--- src/sv/letm_pkg.sv ---
// Package: shared widths, types, codes and index tables for the tangent matrix block.
package letm_pkg;

   localparam int GW        = 32;
   localparam int EW        = 48;
   localparam int E_W       = 40;
   localparam int NU_W      = 15;
   localparam int CSR_W     = 40;
   localparam int CSR_IDX_W = 1;
   localparam int Q_FRAC    = 16;

   localparam int ROW_W     = 3;
   localparam int NUM_LANES = 6;
   localparam int MIDX_W    = 2;
   localparam logic [ROW_W-1:0] LAST_ROW = 3'd5;

   localparam int PW       = 2 * GW;
   localparam int SW       = PW + 1;
   localparam int SPLIT_W  = 32;
   localparam int L1W      = 54;
   localparam int L2W      = 39;
   localparam int L1_LO_W  = 27;
   localparam int L1_HI_W  = L1W - L1_LO_W;
   localparam int L2_LO_W  = 20;
   localparam int L2_HI_W  = L2W - L2_LO_W;
   localparam int PPW      = 64;
   localparam int AW       = 120;
   localparam int FRAC_SHIFT = 32;
   localparam int QW       = AW - FRAC_SHIFT;
   localparam int STAGES   = 5;

   localparam logic [EW-1:0] SAT_MAX = {1'b0, {(EW-1){1'b1}}};
   localparam logic [EW-1:0] SAT_MIN = {1'b1, {(EW-1){1'b0}}};

   localparam int NUM_W   = E_W + NU_W;
   localparam int DIV_DW  = NUM_W + Q_FRAC;
   localparam int DIV_RW  = 34;
   localparam int DIV_CW  = $clog2(DIV_DW);
   localparam int ONE_W   = Q_FRAC + 1;
   localparam logic [ONE_W-1:0] ONE_Q16 = 17'h10000;

   localparam int FQ_DEPTH = 2;
   localparam int FQ_PTR_W = $clog2(FQ_DEPTH);
   localparam int FQ_CNT_W = $clog2(FQ_DEPTH + 1);
   localparam int OQ_DEPTH = 8;
   localparam int OQ_PTR_W = $clog2(OQ_DEPTH);
   localparam int OQ_CNT_W = $clog2(OQ_DEPTH + 1);

   localparam logic [CSR_IDX_W-1:0] CSR_YOUNGS  = 1'b0;
   localparam logic [CSR_IDX_W-1:0] CSR_POISSON = 1'b1;

   typedef logic [0:2][0:2][GW-1:0] metric_type;

   typedef struct packed {
      logic       valid;
      metric_type metric;
   } queue_head_type;

   typedef struct packed {
      logic           busy;
      logic [L1W-1:0] l1;
      logic [L2W-1:0] l2;
   } lame_type;

   typedef struct packed {
      logic [ROW_W-1:0]               row;
      logic [NUM_LANES-1:0][EW-1:0]   entry;
      logic                           last;
   } rsp_row_type;

   typedef enum logic [1:0] {
      LAME_IDLE,
      LAME_PREP,
      LAME_DIV_L1,
      LAME_DIV_L2
   } lame_state_type;

   // first index of the pair for a row or column
   function automatic logic [MIDX_W-1:0] pair_a(input logic [ROW_W-1:0] idx);
      logic [MIDX_W-1:0] r;
      case (idx)
         3'd0:    r = 2'd0;
         3'd1:    r = 2'd1;
         3'd2:    r = 2'd2;
         3'd3:    r = 2'd1;
         3'd4:    r = 2'd2;
         3'd5:    r = 2'd2;
         default: r = 2'd0;
      endcase
      return r;
   endfunction

   // second index of the pair for a row or column
   function automatic logic [MIDX_W-1:0] pair_b(input logic [ROW_W-1:0] idx);
      logic [MIDX_W-1:0] r;
      case (idx)
         3'd0:    r = 2'd0;
         3'd1:    r = 2'd0;
         3'd2:    r = 2'd0;
         3'd3:    r = 2'd1;
         3'd4:    r = 2'd1;
         3'd5:    r = 2'd2;
         default: r = 2'd0;
      endcase
      return r;
   endfunction

endpackage

--- src/sv/letm_front.sv ---
// Front end: takes metric tensor transfers into a short queue ahead of the row engine.
module letm_front import letm_pkg::*; (
   input  logic           clock,
   input  logic           reset,
   input  logic           req_valid,
   output logic           req_stall,
   input  metric_type     req_metric,
   input  logic           hold,
   input  logic           pop,
   output queue_head_type head
);

   metric_type            mem_ff [FQ_DEPTH];
   logic [FQ_PTR_W-1:0]   wr_ptr_ff, rd_ptr_ff;
   logic [FQ_CNT_W-1:0]   cnt_ff, cnt_in;
   logic                  push;

   assign req_stall   = (cnt_ff == FQ_CNT_W'(FQ_DEPTH)) || hold;
   assign push        = req_valid && !req_stall;
   assign head.valid  = (cnt_ff != '0);
   assign head.metric = mem_ff[rd_ptr_ff];

   always_comb begin
      case ({push, pop})
         2'b10:   cnt_in = cnt_ff + FQ_CNT_W'(1);
         2'b01:   cnt_in = cnt_ff - FQ_CNT_W'(1);
         default: cnt_in = cnt_ff;
      endcase
   end

   always_ff @(posedge clock) begin
      if (reset) begin
         wr_ptr_ff <= '0;
         rd_ptr_ff <= '0;
         cnt_ff    <= '0;
      end else begin
         cnt_ff <= cnt_in;
         if (push) begin
            wr_ptr_ff <= wr_ptr_ff + FQ_PTR_W'(1);
         end
         if (pop) begin
            rd_ptr_ff <= rd_ptr_ff + FQ_PTR_W'(1);
         end
      end
   end

   always_ff @(posedge clock) begin
      if (push) begin
         mem_ff[wr_ptr_ff] <= req_metric;
      end
   end

endmodule

--- config.mk ---
export PLATFORM = sky130hd
export DESIGN_NAME = letm_front
export DESIGN_NICKNAME = d
export VERILOG_FILES = /design/src/sv/letm_pkg.sv /design/src/sv/letm_front.sv
export SDC_FILE = /design/constraint.sdc
export NUM_CORES = 1
export LEC_CHECK = 0
export BUFFER_PORTS_ARGS = -buffer_cell sky130_fd_sc_hd__buf_2
export CAP_MARGIN = 20
export CELL_PAD_IN_SITES_DETAIL_PLACEMENT = 1
export CELL_PAD_IN_SITES_GLOBAL_PLACEMENT = 1
export CORE_MARGIN = 2
export CORE_UTILIZATION = 30
export CTS_CLUSTER_SIZE = 28
export DETAILED_ROUTE_END_ITERATION = 8
export PLACE_DENSITY = 0.54
export SYNTH_ARGS = -nofsm -noshare
export SYNTH_HDL_FRONTEND = slang
export SYNTH_SLANG_ARGS = --single-unit
--- constraint.sdc ---
create_clock -name clock -period 23.1 [get_ports clock]
set_input_delay 1.155 -clock clock [delete_from_list [all_inputs] [get_ports clock]]
set_output_delay 1.155 -clock clock [all_outputs]
set_load 0.03 [all_outputs]
==> flow_summary.yaml <==
clocking:
  htreeDepth: 3
  ctsHoldBuffers: 0
  cts-root-buf: "clkbuf_16"
  cts_resized: 0
  cts_made_buffers: 67
  cts.path.max_buffers: 3
  clock_sinks: 581
  clkTransAtPathRegs_ns: 0.05
  postCtsSetupRepairBufs: 0
  clk-insertion-delay-late_ns: 0.59
  cts_tree: "yes"
pwr:
  leakagePower_nw: 10.5
  power.density_nw_per_um2: 90.9
  total_power_mw: 2.52
  ir_drop_mv: 0.0649
synthesis:
  yosysUniqueCellTypes: 18
  syn_area_um2: 21800
  synth_commonest_cells: "576 x edfxtp_1, 201 x mux2_4, 87 x mux2_2"
  yosysSeqAreaShare_pct: 79.7
  synth_cells: 921
  yosysWarningCount: 0
  synth_edf_count: 576
  synth_nets: 1215
  synth_ff_type: "edfxtp_1"
  syn_area_per_cell_um2: 23.7
  synthArstFlopShare_pct: 0
  ys_ff_latch: 581
  yosys.area.top_type_share_pct: 79.2
  synth_top_cell_by_area: "edfxtp_1"
  synth_area_leaders: "edfxtp_1 79%, mux2_4 14%, mux2_2 4.5%, buf_6 1.3%, dfxtp_1 0.46%"
  synth_most_common_cell: "edfxtp_1"
worst_setup_path:
  start_kind: "flop"
  r2r_slack_ns: 19.29
  reg2reg_to: "mem_ff[0][234]$_DFFE_PP_"
  rr_worst_depth: 5
  setup.worst_path.end: "head[112]"
  worstReg2RegStart: "cnt_ff[0]$_SDFFE_PP0P_"
  worstPathRequired_ns: 21.95
  crit_fanout: 134
  end_kind: "output port"
  cp.arrival_ns: 2.99
  worstSetupPathType: "flop to output port"
floorplanning:
  num_io_pins: 583
  rows: 98
  start_util_pct: 30.4
  die_w_um: 274
  fp.dieH_um: 274
  dieArea_um2: 75000
  core-area_um2: 71700
sta:
  rsz0062_at_grt: "false"
  period_needed_ns: 4.14
  maxSlewViolCount: 0
  hold_violations: 0
  period_share_pct: 17.9
  finalSetupViolCount: 0
  fmax_ghz: 0.241
  slew_headroom_pct: 19.0
  whs_ns: 0.521
  fin_skew_ns: 0.0175
  worst_slack_ns: 18.96
  max_slew.worst_pin.slew_ns: 1.22
  tns_ns: 0
layout:
  drive_above_1_share_pct: 60.5
  fin_nets: 1845
  layoutNonFillerInstCount: 2555
  syn_to_final_growth_pct: 27.1
routing:
  vias_per_cell: 4.23
  drt_iter0_markers: 463
  vias: 10800
  wl_per_cell_um: 19.8
  wirelength_um: 50700
  ant_nets: 0
  first_pass_iters: 4
  drc: 0
placed_design:
  dpl.hpwl_um: 34500
  place_inst: 2432
  portBuffers: 582
  gp_congestion: 0.724
  pre_cts_ws_ns: 18.41
global_route:
  grt_max_degree: 161
  antenna_found_initial: 12
  grt_pass1_vias: 11700
  gr-usage-all-layers_pct: 13.0
  gr-total-overflow: 0
  grt_pass1_wl_um: 72700
hold_path:
  hold_class: "flop to flop"
flow_run:
  max_cap_viol_count: 0
run_status:
  status: "finished, final reports clean"
==> routing by layer <==
metal	global-route usage, %	share of wire, %	vias to the layer above
li1	-	-	4957
met1	14.1	37	5367
met2	22.5	52	389
met3	5.64	9.8	76
met4	4.41	2.0	10
met5	0	0.12	-
==> layout make-up <==
type | count | area [um2]
antenna | 7 | 17.5
clock buffer | 85 | 1790
clock inverter | 31 | 184
fill | 7193 | 44000
inverter | 1 | 3.75
multi-input combinational | 307 | 4130
sequential | 581 | 17400
tap | 950 | 1190
timing repair buffer | 593 | 3040
==> logic make-up (layout without fill, tap and decap cells) <==
group                      Yosys count  in the layout  synth area share (%)
adders and majority gates            1              1                0.0573
and+or+nand+nor                     12             12                 0.269
muxes                              289            289                  18.4
xor gates and xnor gates             3              3                 0.120
DFF                                581            581                  79.7
AOI/OAI and AO/OA                    2              2                0.0458
other                                0              7                     0
buffers and inverters               33            710                  1.50
==> layout by cell type (no fill, tap or decap) <==
master | netlist | routed
buf_16 | 0 | 1
clkinvlp_4 | 0 | 1
buf_12 | 0 | 2
xnor2_1 | 2 | 2
ha_1 | 1 | 1
mux2_4 | 201 | 201
mux2_2 | 87 | 87
nor2_1 | 7 | 5
clkinv_1 | 0 | 18
a21oi_1 | 1 | 1
clkbuf_16 | 0 | 69
inv_6 | 0 | 1
edfxtp_1 | 576 | 576
clkinv_2 | 0 | 7
buf_4 | 0 | 8
or3_1 | 1 | 1
nand2b_1 | 2 | 2
o21ai_0 | 1 | 1
inv_1 | 1 | 1
xor2_1 | 1 | 1
or2_2 | 1 | 1
clkbuf_1 | 0 | 16
buf_2 | 6 | 582
mux2_1 | 1 | 1
dfxtp_1 | 5 | 4
dfxtp_4 | 0 | 1
nor2_4 | 0 | 2
nand3b_1 | 1 | 1
clkinv_8 | 0 | 4
diode_2 | 0 | 7
==> critical path: stages (launching register included) <==
cell,delay [ns]
dfxtp_4,0.85
buf_12,0.61
mux2_4,0.36
buf_2,0.19
==> per-stage QoR <==
stage          util [%]  area (um2)
2_1_floorplan         -       21800
3_3_place_gp       35.9       25700
3_5_place_dp       35.9       25800
4_1_cts            38.7       27700
5_1_grt            38.7       27700
6_report           38.7       27800
==> sequential cells by signal (all words and copies together), names as in the netlist, named ones only <==
name and count:
rd_ptr_ff 1, wr_ptr_ff 1, cnt_ff 2, mem_ff 576
==> where the power goes <==
| group | leakage, nW | switching, mW | internal (mW) |
|---|---|---|---|
| Sequential | 5.32 | 0.0144 | 1.22 |
| Combinational | 4.24 | 0.211 | 0.130 |
| Clock | 0.957 | 0.405 | 0.547 |
| Total | 10.5 | 0.630 | 1.89 |
==> worst min path at each step <==
stage | slack [ns] | cells past startpoint | start | end
floorplan | 0.46 | 2 | cnt_ff[1]$_SDFFE_PP0P_ | cnt_ff[1]$_SDFFE_PP0P_
global placement | 0.48 | 2 | cnt_ff[1]$_SDFFE_PP0P_ | cnt_ff[1]$_SDFFE_PP0P_
detailed placement | 0.50 | 2 | rd_ptr_ff$_SDFFE_PP0P_ | flop
CTS | 0.53 | 2 | rd_ptr_ff$_SDFFE_PP0P_ | flop
global route | 0.55 | 2 | rd_ptr_ff$_SDFFE_PP0P_ | rd_ptr_ff$_SDFFE_PP0P_
finish | 0.52 | 2 | rd_ptr_ff$_SDFFE_PP0P_ | rd_ptr_ff$_SDFFE_PP0P_
No activity file was read; power rests on OpenSTA's default activity.
