$ cat config.mk
export PLATFORM = sky130hd
export DESIGN_NAME = letm_lame
export DESIGN_NICKNAME = d
export VERILOG_FILES = /design/src/sv/letm_pkg.sv /design/src/sv/letm_lame.sv
export SDC_FILE = /design/constraint.sdc
export NUM_CORES = 2
export LEC_CHECK = 0
export CAP_MARGIN = 10
export CELL_PAD_IN_SITES_DETAIL_PLACEMENT = 1
export CELL_PAD_IN_SITES_GLOBAL_PLACEMENT = 1
export CORE_MARGIN = 5
export CORE_UTILIZATION = 45
export DETAILED_ROUTE_END_ITERATION = 12
export DONT_BUFFER_PORTS = 1
export PLACE_DENSITY = 0.73
export SKIP_LAST_GASP = 1
export SLEW_MARGIN = 20
export SYNTH_ARGS = -nofsm -noshare
export SYNTH_HDL_FRONTEND = slang
export SYNTH_SLANG_ARGS = --single-unit
$ cat constraint.sdc
create_clock -name clock -period 15.5 [get_ports clock]
set_input_delay 3.1 -clock clock [delete_from_list [all_inputs] [get_ports clock]]
set_output_delay 3.1 -clock clock [all_outputs]
set_load 0.1 [all_outputs]
$ cat src/sv/letm_pkg.sv
// Package: shared widths, types, codes and index tables for the tangent matrix block.
package letm_pkg;

   localparam int GW        = 32;
   localparam int EW        = 48;
   localparam int E_W       = 40;
   localparam int NU_W      = 15;
   localparam int CSR_W     = 40;
   localparam int CSR_IDX_W = 1;
   localparam int Q_FRAC    = 16;

   localparam int ROW_W     = 3;
   localparam int NUM_LANES = 6;
   localparam int MIDX_W    = 2;
   localparam logic [ROW_W-1:0] LAST_ROW = 3'd5;

   localparam int PW       = 2 * GW;
   localparam int SW       = PW + 1;
   localparam int SPLIT_W  = 32;
   localparam int L1W      = 54;
   localparam int L2W      = 39;
   localparam int L1_LO_W  = 27;
   localparam int L1_HI_W  = L1W - L1_LO_W;
   localparam int L2_LO_W  = 20;
   localparam int L2_HI_W  = L2W - L2_LO_W;
   localparam int PPW      = 64;
   localparam int AW       = 120;
   localparam int FRAC_SHIFT = 32;
   localparam int QW       = AW - FRAC_SHIFT;
   localparam int STAGES   = 5;

   localparam logic [EW-1:0] SAT_MAX = {1'b0, {(EW-1){1'b1}}};
   localparam logic [EW-1:0] SAT_MIN = {1'b1, {(EW-1){1'b0}}};

   localparam int NUM_W   = E_W + NU_W;
   localparam int DIV_DW  = NUM_W + Q_FRAC;
   localparam int DIV_RW  = 34;
   localparam int DIV_CW  = $clog2(DIV_DW);
   localparam int ONE_W   = Q_FRAC + 1;
   localparam logic [ONE_W-1:0] ONE_Q16 = 17'h10000;

   localparam int FQ_DEPTH = 2;
   localparam int FQ_PTR_W = $clog2(FQ_DEPTH);
   localparam int FQ_CNT_W = $clog2(FQ_DEPTH + 1);
   localparam int OQ_DEPTH = 8;
   localparam int OQ_PTR_W = $clog2(OQ_DEPTH);
   localparam int OQ_CNT_W = $clog2(OQ_DEPTH + 1);

   localparam logic [CSR_IDX_W-1:0] CSR_YOUNGS  = 1'b0;
   localparam logic [CSR_IDX_W-1:0] CSR_POISSON = 1'b1;

   typedef logic [0:2][0:2][GW-1:0] metric_type;

   typedef struct packed {
      logic       valid;
      metric_type metric;
   } queue_head_type;

   typedef struct packed {
      logic           busy;
      logic [L1W-1:0] l1;
      logic [L2W-1:0] l2;
   } lame_type;

   typedef struct packed {
      logic [ROW_W-1:0]               row;
      logic [NUM_LANES-1:0][EW-1:0]   entry;
      logic                           last;
   } rsp_row_type;

   typedef enum logic [1:0] {
      LAME_IDLE,
      LAME_PREP,
      LAME_DIV_L1,
      LAME_DIV_L2
   } lame_state_type;

   // first index of the pair for a row or column
   function automatic logic [MIDX_W-1:0] pair_a(input logic [ROW_W-1:0] idx);
      logic [MIDX_W-1:0] r;
      case (idx)
         3'd0:    r = 2'd0;
         3'd1:    r = 2'd1;
         3'd2:    r = 2'd2;
         3'd3:    r = 2'd1;
         3'd4:    r = 2'd2;
         3'd5:    r = 2'd2;
         default: r = 2'd0;
      endcase
      return r;
   endfunction

   // second index of the pair for a row or column
   function automatic logic [MIDX_W-1:0] pair_b(input logic [ROW_W-1:0] idx);
      logic [MIDX_W-1:0] r;
      case (idx)
         3'd0:    r = 2'd0;
         3'd1:    r = 2'd0;
         3'd2:    r = 2'd0;
         3'd3:    r = 2'd1;
         3'd4:    r = 2'd1;
         3'd5:    r = 2'd2;
         default: r = 2'd0;
      endcase
      return r;
   endfunction

endpackage

$ cat src/sv/letm_lame.sv
// Config registers and Lame constant unit: shared restoring divider, one quotient bit per cycle.
module letm_lame import letm_pkg::*; (
   input  logic                 clock,
   input  logic                 reset,
   input  logic                 csr_write,
   input  logic [CSR_IDX_W-1:0] csr_index,
   input  logic [CSR_W-1:0]     csr_data,
   output lame_type             lame
);

   lame_state_type state_ff, state_in;

   logic [E_W-1:0]    e_ff;
   logic [NU_W-1:0]   nu_ff;
   logic [L1W-1:0]    l1_ff, l1_in;
   logic [L2W-1:0]    l2_ff, l2_in;
   logic [DIV_RW-1:0] rem_ff, rem_in;
   logic [DIV_DW-1:0] dq_ff, dq_in;
   logic [DIV_RW-1:0] div_ff, div_in;
   logic [DIV_CW-1:0] cnt_ff, cnt_in;

   logic [DIV_RW-1:0] rem_sh, rem_step;
   logic [DIV_DW-1:0] dq_step;
   logic              qbit;
   logic [ONE_W-1:0]  nu_p, nu_m;
   logic [NUM_W-1:0]  num;
   logic [DIV_RW-1:0] den;
   logic              last_step;

   always_ff @(posedge clock) begin
      if (reset) begin
         e_ff  <= '0;
         nu_ff <= '0;
      end else if (csr_write) begin
         case (csr_index)
            CSR_YOUNGS:  e_ff  <= csr_data[E_W-1:0];
            CSR_POISSON: nu_ff <= csr_data[NU_W-1:0];
            default:     ;
         endcase
      end
   end

   always_ff @(posedge clock) begin
      if (reset) begin
         state_ff <= LAME_IDLE;
         l1_ff    <= '0;
         l2_ff    <= '0;
         cnt_ff   <= '0;
      end else begin
         state_ff <= state_in;
         l1_ff    <= l1_in;
         l2_ff    <= l2_in;
         cnt_ff   <= cnt_in;
      end
   end

   always_ff @(posedge clock) begin
      rem_ff <= rem_in;
      dq_ff  <= dq_in;
      div_ff <= div_in;
   end

   always_comb begin
      rem_sh = {rem_ff[DIV_RW-2:0], dq_ff[DIV_DW-1]};
      if (rem_sh >= div_ff) begin
         rem_step = rem_sh - div_ff;
         qbit     = 1'b1;
      end else begin
         rem_step = rem_sh;
         qbit     = 1'b0;
      end
      dq_step   = {dq_ff[DIV_DW-2:0], qbit};
      last_step = (cnt_ff == DIV_CW'(DIV_DW - 1));

      nu_p = ONE_Q16 + ONE_W'(nu_ff);
      nu_m = ONE_Q16 - ONE_W'({nu_ff, 1'b0});
      num  = NUM_W'(e_ff) * NUM_W'(nu_ff);
      den  = DIV_RW'(nu_p) * DIV_RW'(nu_m);

      state_in = state_ff;
      l1_in    = l1_ff;
      l2_in    = l2_ff;
      rem_in   = rem_ff;
      dq_in    = dq_ff;
      div_in   = div_ff;
      cnt_in   = cnt_ff;

      case (state_ff)
         LAME_IDLE: ;
         LAME_PREP: begin
            dq_in    = {num, {Q_FRAC{1'b0}}};
            div_in   = den;
            rem_in   = '0;
            cnt_in   = '0;
            state_in = LAME_DIV_L1;
         end
         LAME_DIV_L1: begin
            rem_in = rem_step;
            dq_in  = dq_step;
            cnt_in = cnt_ff + DIV_CW'(1);
            if (last_step) begin
               l1_in    = dq_step[L1W-1:0];
               dq_in    = DIV_DW'({e_ff, {Q_FRAC{1'b0}}});
               div_in   = DIV_RW'({nu_p, 1'b0});
               rem_in   = '0;
               cnt_in   = '0;
               state_in = LAME_DIV_L2;
            end
         end
         LAME_DIV_L2: begin
            rem_in = rem_step;
            dq_in  = dq_step;
            cnt_in = cnt_ff + DIV_CW'(1);
            if (last_step) begin
               l2_in    = dq_step[L2W-1:0];
               cnt_in   = '0;
               state_in = LAME_IDLE;
            end
         end
         default: state_in = LAME_IDLE;
      endcase

      // any write restarts the constant computation
      if (csr_write) begin
         state_in = LAME_PREP;
      end

      lame.busy = (state_ff != LAME_IDLE);
      lame.l1   = l1_ff;
      lame.l2   = l2_ff;
   end

endmodule

==> metrics <==
sequential fraction of the synthesis area 17.7%; H-tree levels 2; r2r setup slk 6.97 ns; crit-path max FO 40; count leader, synth inv_1; Synth top area share 33.5%; Worst-Margin Slew 1.05 ns; fraction of layout cells with a size suffix above 1 3.54%; Final Util 47.8%; status finished, final reports clean; number of CTS-inserted buffers 38; peak per-stage delay on the critical path 0.55 ns; die width 312 µm; commonest cells in the synthesized netlist inv_1 (784), nand2_1 (776), fa_1 (685); hold slack 0.527 ns; Worst EP arrival 8.86 ns; FILL cells 10.5k; PortBufs 0; first-pass GRT wire length 195000 µm; detailed-route via count 31.3k; Max VDD drop 0.0920 mV; Mapped Cells 4618; fin area 43100 µm²; CTS max path bufs 3; relative slew slack 29.3%; Syn-to-layout area delta 5.24%; setup TNS 0 ns; Min-Delay Startpoint cnt_ff[6]; asr flop ratio synth 0%; area leader, netlist fa_1; RePlAce Congestion 0.876; DR pass1 iterations 7; post-cts sizing count 0; Leakage Power 19.7 nW; DRC viols 0; sw frac 41.2%; Total GRT Usage 25.2%; clock slew at reported path FFs 0.05 ns; critical path class register to register; most used cell, CP fa_1; Place WS 7.00 ns; synth top area cells fa_1 (33%), edfxtp_1 (10%), ha_1 (9.0%), dfxtp_1 (7.7%), inv_1 (7.2%); Post-synth top flop dfxtp_1; clk root buf clkbuf_16; Yosys cell types 88; delay-heaviest family, CP adder cells; GR Overflow Total 0; Synth Warn # 0; crit share post-route 55.0%; Post-Synthesis Cell Area 40900 µm²; fin. max-slew vios 0; post-synthesis register bit count 294; switching pwr 1.46 mW; stages on the worst setup path 26; setup ws final 6.97 ns; initial antenna violation count 6; DRT iter0 DRCs 1846; final hold violations 0; Boundary Pins 138; Post-synth EDFFs 137; clock power share 24.9%; placement row count 110; capture point of the worst path div_ff[31]; Max-Cap Viols 0; antenna viol nets, final 0; sequential power share 28.2%; Pwr Density 82.0 nW/µm²; Die H 312 µm; Layout Skew 0.0303 ns; CP startpoint kind register; Core ar. 90100 µm²; crit path launch nu_ff[1]; Die Area 97100 µm²; reg2reg end div_ff[31]; # nets final 5481; Final Critical Period 8.53 ns; vias in the first global route 34.8k; CTS tree done; crit end category register; Starting Density 45.4%; setup bufs post-CTS 0; Worst-Skew Late Latency 0.59 ns; Total Power 3.53 mW; part of the power in combinational logic 46.9%; clock sinks 294; worst r2r src nu_ff[1]; Avg WL per Cell 21.4 µm; fin cells 5669; cts hold-fix bufs 0; setup violators final 0; worst path required time 15.83 ns; DP Area 41800 µm²; RSZ-0062 raised after global routing no; drt total wl 122000 µm; Detailed Place HPWL 90800 µm; Avg Cell Area, Syn 8.87 µm²; max frequency 117 MHz; Buf+Inv Stages, Crit Path 6; Hold Path Class register to register; slowest stage cell, crit path buf_4; pin count of the biggest net entering global routing 152; cell internal pwr 2.08 mW; Via density 5.53; placed cells 5591; R2R cell count 26
power by group through the flow:
stage,logic [mW],registers [mW],clock network (mW)
after floorplan,1.22,0.969,0
after global placement,1.59,1.01,0
after detailed placement,1.64,1.01,0
after CTS,1.66,0.996,0.899
after global routing,1.86,1.00,0.931
final,1.66,0.996,0.878
flip-flops by register name (all words and copies together), names as in the netlist:
register / count
l1_ff: 54
e_ff: 40
l2_ff: 39
rem_ff: 33
cnt_ff: 7
nu_ff: 15
div_ff: 33
state_ff: 2
dq_ff: 71
logic make-up after synthesis:
kind of cell	share of synthesized area, %
compound gates	9.96
xor+xnor	2.10
fa+ha+maj	42.5
buf+inv	9.60
other cells	0.0183
simple gates	17.8
mux	0.214
flops	17.7
worst min-delay path: cells and delay by family, from the launching register on:
family / cells / cell delay, ns
flops: 1 / 0.35
xor+xnor: 1 / 0.07
simple gates: 1 / 0.07
area by class of cell:
type	instances	area [µm²]	share of cell area, %
sequential	294	7280	16.9
clock inverter	14	124	0.287
inverter	785	2950	6.85
multi-input combinational	3299	29900	69.3
tap	1176	1470	3.41
clock buffer	56	1100	2.56
antenna	7	17.5	0.0406
timing repair buffer	38	298	0.691
placed cells by master, fill, tap and decap left out, drive strengths merged, types with 38 or more instances in the layout:
cell type and instances:
nand2b 47, fa 685, edfxtp 137, nand2 778, nand3 56, dfxtp 157, nor2b 108, buf 38
xor2 40, ha 296, inv 789, xnor2 58, and2 318, clkbuf 56, a21o 41, a21oi 292
o21ai 147, nor2 112
worst min-delay path by stage:
stage / to / slack (ns) / cells after the start
3_3_place_gp: cnt_ff[6] / 0.51 / 2
3_5_place_dp: cnt_ff[6] / 0.52 / 2
6_report: cnt_ff[6] / 0.53 / 2
2_1_floorplan: cnt_ff[6] / 0.48 / 2
5_1_grt: dq_ff[56] / 0.56 / 2
4_1_cts: cnt_ff[6] / 0.53 / 2
per-layer routing:
layer	track usage, %	wire length (µm)	vias up
met5	0	0	-
met4	6.75	3280	0
met3	4.34	7560	183
met2	43.5	59800	725
met1	32.9	50900	16300
li1	-	-	14100
(Power assumes the default switching activity.)
